`src/hdl/pwww_pkg.sv`:
```
// Shared types and constants for the pixel width word wrap block.
// No dependencies.
package pwww_pkg;

   localparam int MAX_CHARS = 40;
   localparam int FILL_W    = $clog2(MAX_CHARS + 1);
   localparam int IDX_W     = $clog2(MAX_CHARS);

   localparam logic [7:0]  CODE_NL        = 8'd10;
   localparam logic [7:0]  CODE_SP        = 8'd32;
   localparam logic [11:0] LINE_WIDTH_RST = 12'd240;
   localparam logic [5:0]  ROWS_RST       = 6'd5;

   localparam logic REG_LINE_WIDTH = 1'b0;
   localparam logic REG_ROWS       = 1'b1;

   typedef enum logic [2:0] {
      BRK_NEWLINE = 3'd0,
      BRK_CUT     = 3'd1,
      BRK_WIDTH   = 3'd2,
      BRK_CAP     = 3'd3,
      BRK_END     = 3'd4
   } brk_type;

   typedef enum logic [3:0] {
      OP_NONE,
      OP_LOAD,
      OP_EOT,
      OP_APPEND,
      OP_NEWLINE,
      OP_CUT,
      OP_WBREAK,
      OP_RD,
      OP_WR,
      OP_FLUSH
   } op_type;

   typedef struct packed {
      op_type op;
   } cmd_type;

   typedef struct packed {
      logic eot;
      logic fill_zero;
      logic is_nl;
      logic overflow;
      logic can_cut;
      logic cap_next;
      logic can_emit;
      logic out_free;
      logic pend_v;
      logic copy_done;
   } stat_type;

   typedef struct packed {
      logic [5:0]  row;
      logic [31:0] start;
      logic [5:0]  shown;
      brk_type     kind;
      logic        lop;
   } res_type;

endpackage

```
`src/hdl/pixel_width_word_wrap_core.sv`:
```
// Top level of the pixel width word wrap block.
// Depends on pwww_pkg, pwww_csr, pwww_ctrl and pwww_dpath.
//
// Input channel req_*: one beat is a character (code, pixel width, byte
// offset) or an end-of-text mark. Output channel rsp_*: one beat per
// finished display row; rsp_last_of_item marks the final row caused by an
// input beat. Both channels use valid/ready.
// Configuration: APB-style port, line width at address 0, rows per page at
// address 4; write only while the block is idle.
// Timing: req_ready drops after an accept and returns once the beat has
// passed the evaluate and finish states, so no new beat is taken before
// the last is through; a beat that finishes rows has its last row appear
// at rsp_* as req_ready returns. A cut at a space replays the characters
// after the space from the row memory, a read state then a write state
// per character, through the single read and write port.
// Rows are held in a pending slot and an output register; when the receiver
// stalls, the controller waits on those two before the next row or beat.
// Reset (synchronous, active high) empties the row, restarts the page at
// row 0 and loads the register defaults (240 pixels, 5 rows).
module pixel_width_word_wrap_core
   import pwww_pkg::*;
(
   input  logic        clock,
   input  logic        reset,
   input  logic        req_valid,
   output logic        req_ready,
   input  logic [7:0]  req_char_code,
   input  logic [7:0]  req_char_width_px,
   input  logic [31:0] req_char_offset,
   input  logic        req_end_of_text,
   output logic        rsp_valid,
   input  logic        rsp_ready,
   output logic [5:0]  rsp_row_in_page,
   output logic [31:0] rsp_line_start_offset,
   output logic [5:0]  rsp_shown_chars,
   output logic [2:0]  rsp_break_kind,
   output logic        rsp_last_of_page,
   output logic        rsp_last_of_item,
   input  logic        psel,
   input  logic        penable,
   input  logic        pwrite,
   input  logic [2:0]  paddr,
   input  logic [31:0] pwdata,
   output logic [31:0] prdata,
   output logic        pready
);

   logic [11:0] line_width_px;
   logic [5:0]  rows_per_page;
   cmd_type     cmd;
   stat_type    stat;

   pwww_csr u_csr (
      .clock         (clock),
      .reset         (reset),
      .psel          (psel),
      .penable       (penable),
      .pwrite        (pwrite),
      .paddr         (paddr),
      .pwdata        (pwdata),
      .prdata        (prdata),
      .pready        (pready),
      .line_width_px (line_width_px),
      .rows_per_page (rows_per_page)
   );

   pwww_ctrl u_ctrl (
      .clock     (clock),
      .reset     (reset),
      .req_valid (req_valid),
      .req_ready (req_ready),
      .stat      (stat),
      .cmd       (cmd)
   );

   pwww_dpath u_dpath (
      .clock                 (clock),
      .reset                 (reset),
      .cmd                   (cmd),
      .stat                  (stat),
      .line_width_px         (line_width_px),
      .rows_per_page         (rows_per_page),
      .req_char_code         (req_char_code),
      .req_char_width_px     (req_char_width_px),
      .req_char_offset       (req_char_offset),
      .req_end_of_text       (req_end_of_text),
      .rsp_valid             (rsp_valid),
      .rsp_ready             (rsp_ready),
      .rsp_row_in_page       (rsp_row_in_page),
      .rsp_line_start_offset (rsp_line_start_offset),
      .rsp_shown_chars       (rsp_shown_chars),
      .rsp_break_kind        (rsp_break_kind),
      .rsp_last_of_page      (rsp_last_of_page),
      .rsp_last_of_item      (rsp_last_of_item)
   );

endmodule

```
`src/hdl/pwww_csr.sv`:
```
// Configuration registers behind the APB-style port.
// Depends on pwww_pkg.
module pwww_csr
   import pwww_pkg::*;
(
   input  logic        clock,
   input  logic        reset,
   input  logic        psel,
   input  logic        penable,
   input  logic        pwrite,
   input  logic [2:0]  paddr,
   input  logic [31:0] pwdata,
   output logic [31:0] prdata,
   output logic        pready,
   output logic [11:0] line_width_px,
   output logic [5:0]  rows_per_page
);

   logic [11:0] width_ff;
   logic [5:0]  rows_ff;
   logic        wr_en;

   assign pready = 1'b1;
   assign wr_en  = psel && penable && pwrite;

   always_ff @(posedge clock) begin
      if (reset) begin
         width_ff <= LINE_WIDTH_RST;
         rows_ff  <= ROWS_RST;
      end else if (wr_en) begin
         unique case (paddr[2])
            REG_LINE_WIDTH: width_ff <= pwdata[11:0];
            REG_ROWS:       rows_ff  <= pwdata[5:0];
            default:        ;
         endcase
      end
   end

   always_comb begin
      unique case (paddr[2])
         REG_LINE_WIDTH: prdata = {20'd0, width_ff};
         REG_ROWS:       prdata = {26'd0, rows_ff};
         default:        prdata = 32'd0;
      endcase
   end

   assign line_width_px = width_ff;
   assign rows_per_page = rows_ff;

endmodule

```
`src/hdl/pwww_dpath.sv`:
```
// Datapath: row buffer memory, row state, pending result and output register.
// Depends on pwww_pkg; driven by pwww_ctrl commands.
module pwww_dpath
   import pwww_pkg::*;
(
   input  logic        clock,
   input  logic        reset,
   input  cmd_type     cmd,
   output stat_type    stat,
   input  logic [11:0] line_width_px,
   input  logic [5:0]  rows_per_page,
   input  logic [7:0]  req_char_code,
   input  logic [7:0]  req_char_width_px,
   input  logic [31:0] req_char_offset,
   input  logic        req_end_of_text,
   output logic        rsp_valid,
   input  logic        rsp_ready,
   output logic [5:0]  rsp_row_in_page,
   output logic [31:0] rsp_line_start_offset,
   output logic [5:0]  rsp_shown_chars,
   output logic [2:0]  rsp_break_kind,
   output logic        rsp_last_of_page,
   output logic        rsp_last_of_item
);

   logic [47:0] mem [MAX_CHARS];
   logic [47:0] rd_q_ff;

   logic [7:0]  cur_code_ff;
   logic [7:0]  cur_w_ff;
   logic [31:0] cur_off_ff;
   logic        cur_eot_ff;

   logic [FILL_W-1:0] fill_ff, fill_in;
   logic [12:0]       sum_ff, sum_in;
   logic [5:0]        row_ff, row_in;
   logic [FILL_W-1:0] last_sp_ff, last_sp_in;
   logic [7:0]        last_code_ff, last_code_in;
   logic [31:0]       start_ff, start_in;
   logic [FILL_W-1:0] src_ff, src_in;
   logic [FILL_W-1:0] end_ff, end_in;

   res_type pend_ff, pend_in;
   logic    pend_v_ff, pend_v_in;
   res_type out_ff, out_in;
   logic    out_last_ff, out_last_in;
   logic    out_v_ff, out_v_in;

   logic [7:0]  app_code, app_w;
   logic [31:0] app_off;
   logic        app_en;
   logic        em_v;
   brk_type     em_kind;
   logic [FILL_W-1:0] em_shown;
   logic [31:0] em_start;
   logic        lop;
   logic        out_free;
   logic        can_emit;

   assign out_free = !out_v_ff || rsp_ready;
   assign can_emit = !pend_v_ff || out_free;

   always_comb begin
      stat.eot       = cur_eot_ff;
      stat.fill_zero = (fill_ff == '0);
      stat.is_nl     = (cur_code_ff == CODE_NL);
      stat.overflow  = ({1'b0, sum_ff} + {6'd0, cur_w_ff}) > {2'b00, line_width_px};
      stat.can_cut   = (last_code_ff != CODE_SP) && (last_sp_ff != '0);
      stat.cap_next  = ({1'b0, fill_ff} + 1'b1) >= (FILL_W + 1)'(MAX_CHARS);
      stat.can_emit  = can_emit;
      stat.out_free  = out_free;
      stat.pend_v    = pend_v_ff;
      stat.copy_done = (src_ff == end_ff);
   end

   always_comb begin
      fill_in      = fill_ff;
      sum_in       = sum_ff;
      row_in       = row_ff;
      last_sp_in   = last_sp_ff;
      last_code_in = last_code_ff;
      start_in     = start_ff;
      src_in       = src_ff;
      end_in       = end_ff;
      pend_in      = pend_ff;
      pend_v_in    = pend_v_ff;
      out_in       = out_ff;
      out_last_in  = out_last_ff;
      out_v_in     = out_v_ff && !rsp_ready;
      app_en       = 1'b0;
      app_code     = cur_code_ff;
      app_w        = cur_w_ff;
      app_off      = cur_off_ff;
      em_v         = 1'b0;
      em_kind      = BRK_END;
      em_shown     = fill_ff;
      em_start     = start_ff;
      lop          = 1'b0;

      case (cmd.op)
         OP_APPEND: app_en = 1'b1;
         OP_WR: begin
            app_en   = 1'b1;
            app_code = rd_q_ff[47:40];
            app_w    = rd_q_ff[39:32];
            app_off  = rd_q_ff[31:0];
         end
         OP_RD:      src_in = src_ff + 1'b1;
         OP_EOT:     em_v = !stat.fill_zero;
         OP_NEWLINE: begin
            em_v    = 1'b1;
            em_kind = BRK_NEWLINE;
         end
         OP_WBREAK: begin
            em_v    = 1'b1;
            em_kind = BRK_WIDTH;
         end
         OP_CUT: begin
            em_v     = 1'b1;
            em_kind  = BRK_CUT;
            em_shown = last_sp_ff;
            src_in   = last_sp_ff + 1'b1;
            end_in   = fill_ff;
         end
         OP_FLUSH: begin
            out_in      = pend_ff;
            out_last_in = 1'b1;
            out_v_in    = 1'b1;
            pend_v_in   = 1'b0;
         end
         default: ;
      endcase

      if (app_en) begin
         fill_in      = fill_ff + 1'b1;
         sum_in       = sum_ff + {5'd0, app_w};
         last_code_in = app_code;
         if (stat.fill_zero) begin
            start_in = app_off;
         end
         if (app_code == CODE_SP && !stat.fill_zero) begin
            last_sp_in = fill_ff;
         end
         if (cmd.op == OP_APPEND && stat.cap_next) begin
            em_v     = 1'b1;
            em_kind  = BRK_CAP;
            em_shown = fill_in;
            em_start = start_in;
         end
      end

      if (em_v) begin
         lop = (em_kind == BRK_END) || (({1'b0, row_ff} + 1'b1) >= {1'b0, rows_per_page});
         if (pend_v_ff) begin
            out_in      = pend_ff;
            out_last_in = 1'b0;
            out_v_in    = 1'b1;
         end
         pend_in.row   = row_ff;
         pend_in.start = em_start;
         pend_in.shown = 6'(em_shown);
         pend_in.kind  = em_kind;
         pend_in.lop   = lop;
         pend_v_in     = 1'b1;
         row_in        = lop ? 6'd0 : row_ff + 1'b1;
         fill_in       = '0;
         sum_in        = '0;
         last_sp_in    = '0;
      end

      if (cmd.op == OP_EOT) begin
         row_in = 6'd0;
      end
   end

   always_ff @(posedge clock) begin
      if (app_en) begin
         mem[fill_ff[IDX_W-1:0]] <= {app_code, app_w, app_off};
      end
      if (cmd.op == OP_RD) begin
         rd_q_ff <= mem[src_ff[IDX_W-1:0]];
      end
   end

   always_ff @(posedge clock) begin
      if (reset) begin
         fill_ff    <= '0;
         sum_ff     <= '0;
         row_ff     <= '0;
         last_sp_ff <= '0;
         pend_v_ff  <= 1'b0;
         out_v_ff   <= 1'b0;
      end else begin
         fill_ff    <= fill_in;
         sum_ff     <= sum_in;
         row_ff     <= row_in;
         last_sp_ff <= last_sp_in;
         pend_v_ff  <= pend_v_in;
         out_v_ff   <= out_v_in;
      end
   end

   always_ff @(posedge clock) begin
      if (cmd.op == OP_LOAD) begin
         cur_code_ff <= req_char_code;
         cur_w_ff    <= req_char_width_px;
         cur_off_ff  <= req_char_offset;
         cur_eot_ff  <= req_end_of_text;
      end
      last_code_ff <= last_code_in;
      start_ff     <= start_in;
      src_ff       <= src_in;
      end_ff       <= end_in;
      pend_ff      <= pend_in;
      out_ff       <= out_in;
      out_last_ff  <= out_last_in;
   end

   assign rsp_valid             = out_v_ff;
   assign rsp_row_in_page       = out_ff.row;
   assign rsp_line_start_offset = out_ff.start;
   assign rsp_shown_chars       = out_ff.shown;
   assign rsp_break_kind        = out_ff.kind;
   assign rsp_last_of_page      = out_ff.lop;
   assign rsp_last_of_item      = out_last_ff;

endmodule

```
`src/hdl/pwww_ctrl.sv`:
```
// Controller state machine sequencing one input beat through the datapath.
// Depends on pwww_pkg.
module pwww_ctrl
   import pwww_pkg::*;
(
   input  logic     clock,
   input  logic     reset,
   input  logic     req_valid,
   output logic     req_ready,
   input  stat_type stat,
   output cmd_type  cmd
);

   typedef enum logic [2:0] {
      ST_IDLE,
      ST_EVAL,
      ST_RD,
      ST_WR,
      ST_FINISH
   } state_type;

   state_type state_ff, state_in;
   logic      ready_ff, ready_in;
   logic      emits;

   always_comb begin
      if (stat.eot) begin
         emits = !stat.fill_zero;
      end else if (stat.fill_zero) begin
         emits = !stat.is_nl && stat.cap_next;
      end else begin
         emits = stat.is_nl || stat.overflow || stat.cap_next;
      end
   end

   always_comb begin
      state_in = state_ff;
      ready_in = ready_ff;
      cmd.op   = OP_NONE;
      unique case (state_ff)
         ST_IDLE: begin
            if (req_valid && ready_ff) begin
               cmd.op   = OP_LOAD;
               state_in = ST_EVAL;
               ready_in = 1'b0;
            end
         end
         ST_EVAL: begin
            if (!emits || stat.can_emit) begin
               if (stat.eot) begin
                  cmd.op   = OP_EOT;
                  state_in = ST_FINISH;
               end else if (stat.fill_zero && stat.is_nl) begin
                  state_in = ST_FINISH;
               end else if (stat.fill_zero) begin
                  cmd.op   = OP_APPEND;
                  state_in = ST_FINISH;
               end else if (stat.is_nl) begin
                  cmd.op   = OP_NEWLINE;
                  state_in = ST_FINISH;
               end else if (stat.overflow && stat.can_cut) begin
                  cmd.op   = OP_CUT;
                  state_in = ST_RD;
               end else if (stat.overflow) begin
                  cmd.op   = OP_WBREAK;
               end else begin
                  cmd.op   = OP_APPEND;
                  state_in = ST_FINISH;
               end
            end
         end
         ST_RD: begin
            cmd.op   = OP_RD;
            state_in = ST_WR;
         end
         ST_WR: begin
            cmd.op   = OP_WR;
            state_in = stat.copy_done ? ST_EVAL : ST_RD;
         end
         ST_FINISH: begin
            if (!stat.pend_v) begin
               state_in = ST_IDLE;
               ready_in = 1'b1;
            end else if (stat.out_free) begin
               cmd.op   = OP_FLUSH;
               state_in = ST_IDLE;
               ready_in = 1'b1;
            end
         end
         default: state_in = ST_IDLE;
      endcase
   end

   always_ff @(posedge clock) begin
      if (reset) begin
         state_ff <= ST_IDLE;
         ready_ff <= 1'b1;
      end else begin
         state_ff <= state_in;
         ready_ff <= ready_in;
      end
   end

   assign req_ready = ready_ff;

endmodule

```
`config.mk`:
```
export PLATFORM = sky130hd
export DESIGN_NAME = pixel_width_word_wrap_core
export DESIGN_NICKNAME = d
export VERILOG_FILES = /design/src/hdl/pwww_pkg.sv /design/src/hdl/pixel_width_word_wrap_core.sv /design/src/hdl/pwww_csr.sv /design/src/hdl/pwww_dpath.sv /design/src/hdl/pwww_ctrl.sv
export SDC_FILE = /design/constraint.sdc
export NUM_CORES = 2
export LEC_CHECK = 0
export ABC_CLOCK_PERIOD_IN_PS = 26300
export BUFFER_PORTS_ARGS = -buffer_cell sky130_fd_sc_hd__buf_2
export CAP_MARGIN = 20
export CORE_ASPECT_RATIO = 0.6
export CORE_MARGIN = 5
export CORE_UTILIZATION = 35
export CTS_BUF_LIST = sky130_fd_sc_hd__clkbuf_2 sky130_fd_sc_hd__clkbuf_4 sky130_fd_sc_hd__clkbuf_8
export DETAILED_ROUTE_END_ITERATION = 6
export PLACE_DENSITY = 0.53
export RECOVER_POWER = 25
export SETUP_SLACK_MARGIN = 0.02
export SLEW_MARGIN = 10
export SYNTH_ARGS = -nofsm -noshare
export SYNTH_HDL_FRONTEND = slang
export SYNTH_SLANG_ARGS = --single-unit
```
`constraint.sdc`:
```
create_clock -name clock -period 26.3 [get_ports clock]
set_clock_uncertainty 0.1 [all_clocks]
set_input_delay 2.63 -clock clock [delete_from_list [all_inputs] [get_ports clock]]
set_output_delay 2.63 -clock clock [all_outputs]
set_load 0.03 [all_outputs]
```
==> impl_metrics.toml <==
[timing]
fin_crit_sh = 0.275
fmax_mhz = 138
period_minus_slack_ns = 7.23
setup_viol = 0
slew_violations = 243
final.setup.tns_ns = 0
rsz0062_at_grt = "false"
hold_violations = 0
relSlewSlack = -1.49
worst_slew_pin_slew_ns = 3.74

[critical_path]
worst_setup_path_start_kind = "flip-flop"
critical_path_required_ns = 26.97
ff2ff_path_depth = 14
critPathMaxFanout = 42
path_cells = "nor2b_1 -> nand2_1 -> clkbuf_1 -> mux2_2 -> ha_1 -> a21o_1 -> a21oi_1 -> o21bai_1 -> a21oi_1 -> nor2b_1 -> o31ai_1 -> a2111oi_0 -> xnor2_1 -> nor2_1"
end_kind = "flip-flop"
crit_type = "reg2reg"
worst_ep_arrival_time_ns = 7.89
cpMaxStageDelayCell = "clkbuf_1"
critical-path-max-stage-delay_ns = 2.29

[logic_synthesis]
synth_top_cells_by_count = "2117 x edfxtp_1, 576 x mux4_2, 178 x nand2_1"
netlist_area_mm2 = 0.0862
synth_cell_type_count = 76
avgSynthCellArea_um2 = 21.5
synth.largest_area_cell = "edfxtp_1"
synth_top_family_by_area = "multiplexers"
synth-simple-area-share = 0.0227
syn_inst = 4010
synthAdderAreaFrac = 0.00598
synth_seq_area_share = 0.762
synth_area_leaders = "edfxtp_1 74%, mux4_2 15%, dfxtp_1 2.4%"
yosys_warnings = 0
yosysTopAreaCellShare = 0.738
synthXorXnorAreaFrac = 0.00335
synth_compound_area_frac = 0.0191
ys_ff_latch = 2221
yosysMostFrequentCell = "edfxtp_1"
synthFlopType = "edfxtp_1"
async_reset_ff_frac = 0
synth_edf_count = 2117
synthMuxAreaShare = 0.172

[place]
dp.cells = 7309
place_hpwl_um = 121000
gp_congestion = 0.765
numPortBuffers = 131

[clock_tree]
cts_hold_buf = 0
htree_num_levels = 5
tritoncts = "done"
post_cts_buffers = 0
cts_sinks = 2221
cts-root-buf = "clkbuf_8"
cts_buffers = 329
ctsResizeCount = 0
path_clk_slew_ns = 0.06
cts_max_path_buffers = 4
clk_latency_ns = 0.94

[power]
seqPwrFrac = 0.549
power.density_mw_per_mm2 = 78.5
p_leak_nw = 30.8
ir_worst_vdd_uv = 48.0
combPwrFrac = 0.095
power.share.clock = 0.356
swShare = 0.251
p_sw_mw = 1.92
p_int_mw = 5.72

[final_layout]
final_util = 0.396
ff_latch_area_mm2 = 0.0657
nNetsFinal = 4484
n_fill_cell = 21900
multi_input_area_mm2 = 0.0196
drive_gt1_frac = 0.311
finalNonFillerCells = 7881
area_growth_pct = 13.0

[hold_path]
min_path_type = "reg2reg"
hold_depth = 0

[die]
io_pins = 175
fp-row-count = 141
dieHeight_um = 394
die-width_um = 651
dieArea_mm2 = 0.256
core_area_mm2 = 0.246
start_util = 0.351

[global_routing]
track_usage = 0.176
grt_pass1_wl_um = 326000
grt_pass1_vias = 42900
grt.overflow.total = 0
grt_max_degree = 117
antenna_found_initial = 9

[route]
drc_errors = 0
drtAntennaViolNets = 0
drtIter0Drc = 4682
num_vias = 42400
via_per_inst = 5.38
dr.pass1.iters = 6
wirelength_um = 231000
routedWlPerCell_um = 29.3

[run]
cap_violations = 7

[run_status]
violations = "max-capacitance violations, max-slew violations"
status = "complete, but fails checks"
[worst paths after layout]
check,slack (ns),startpoint,to
worst min register to register,0.34,u_dpath.start_ff[16]$_DFFE_PN_,u_dpath.pend_ff[26]$_DFFE_PN_
worst max register to register,19.07,u_ctrl.state_ff[2]$_SDFFE_PP0P_,u_dpath.sum_ff[11]$_SDFFE_PP0N_
worst max-delay path,19.07,u_ctrl.state_ff[2]$_SDFFE_PP0P_,u_dpath.sum_ff[11]$_SDFFE_PP0N_
worst min-delay path,0.34,u_dpath.start_ff[16]$_DFFE_PN_,u_dpath.pend_ff[26]$_DFFE_PN_
[worst max-delay path: cells and delay by family, from the launching register on]
| kind | cells | cell delay, ns |
|---|---|---|
| simple gates | 4 | 1.14 |
| flops | 1 | 0.55 |
| fa+ha+maj | 1 | 0.36 |
| xor+xnor | 1 | 0.32 |
| mux | 1 | 1.06 |
| compound gates | 6 | 1.25 |
| buf+inv | 1 | 2.29 |
[metrics by stage]
step                hold slack (ns)  cell area [um2]  total power [mW]  worst slack [ns]
floorplan                     0.306            86200              4.71             16.83
global placement              0.337            91100              4.99             18.97
detailed placement            0.335            91200              5.01             18.98
CTS                           0.343            97300              7.73             19.37
global route                  0.355            97300              7.96             18.83
finish                        0.340            97300              7.64             19.07
[area by class of cell]
| type | instances | share of cell area |
|---|---|---|
| clock inverters | 119 | 0.00690 |
| multi-input cells | 1497 | 0.201 |
| flip-flops and latches | 2221 | 0.674 |
| inverters | 53 | 0.00204 |
| diodes | 4 | 0.000103 |
| well taps | 3289 | 0.0423 |
| repair buffers | 251 | 0.0167 |
| clock buffers | 447 | 0.0566 |
[per-layer routing]
layer | routed length [um] | track usage
met5 | 13 | 0
met4 | 4630 | 0.0408
met1 | 110000 | 0.279
met3 | 17400 | 0.0357
met2 | 98400 | 0.248
[sequential cells by signal (all words and copies together) (netlist names), 6 cells and up]
name,count
u_csr.line_width_px,12
u_csr.rows_per_page,6
u_dpath.cur_code_ff,8
u_dpath.cur_off_ff,32
u_dpath.cur_w_ff,8
u_dpath.end_ff,6
u_dpath.fill_ff,6
u_dpath.last_code_ff,8
u_dpath.last_sp_ff,6
u_dpath.mem,1920
u_dpath.pend_ff,48
u_dpath.rd_q_ff,48
u_dpath.row_ff,6
u_dpath.rsp_line_start_offset,32
u_dpath.rsp_row_in_page,6
u_dpath.rsp_shown_chars,6
u_dpath.src_ff,6
u_dpath.start_ff,32
u_dpath.sum_ff,13
[cells in the final DEF, fill, tap and decap left out, types with 51 or more instances in the layout]
cell type,synthesis,layout
edfxtp_1,2117,2117
mux4_2,576,576
clkbuf_8,0,345
nand2_1,178,178
buf_2,20,112
a21oi_1,104,104
buf_4,24,104
dfxtp_1,104,104
clkbuf_4,0,103
clkinv_1,0,75
mux2i_1,70,70
mux2_2,89,67
a211oi_1,57,57
nor2_1,68,52
nor2b_1,52,52
inv_1,51,51
[power by group through the flow]
| stage | registers [mW] | logic, mW | clock network [mW] |
|---|---|---|---|
| 2_1_floorplan | 4.32 | 0.387 | 0 |
| 3_3_place_gp | 4.27 | 0.718 | 0 |
| 3_5_place_dp | 4.27 | 0.733 | 0 |
| 4_1_cts | 4.20 | 0.735 | 2.79 |
| 5_1_grt | 4.21 | 0.786 | 2.96 |
| 6_report | 4.20 | 0.726 | 2.72 |
[kinds of logic (layout without fill, tap and decap cells)]
| kind of cell | count (synthesis) | after routing |
|---|---|---|
| compound gates | 249 | 249 |
| xor+xnor | 33 | 33 |
| fa+ha+maj | 40 | 40 |
| buf+inv | 311 | 870 |
| flops | 2221 | 2221 |
| mux | 744 | 744 |
| other cells | 2 | 25 |
| simple gates | 410 | 410 |
Power figures use the tool's default switching activity.
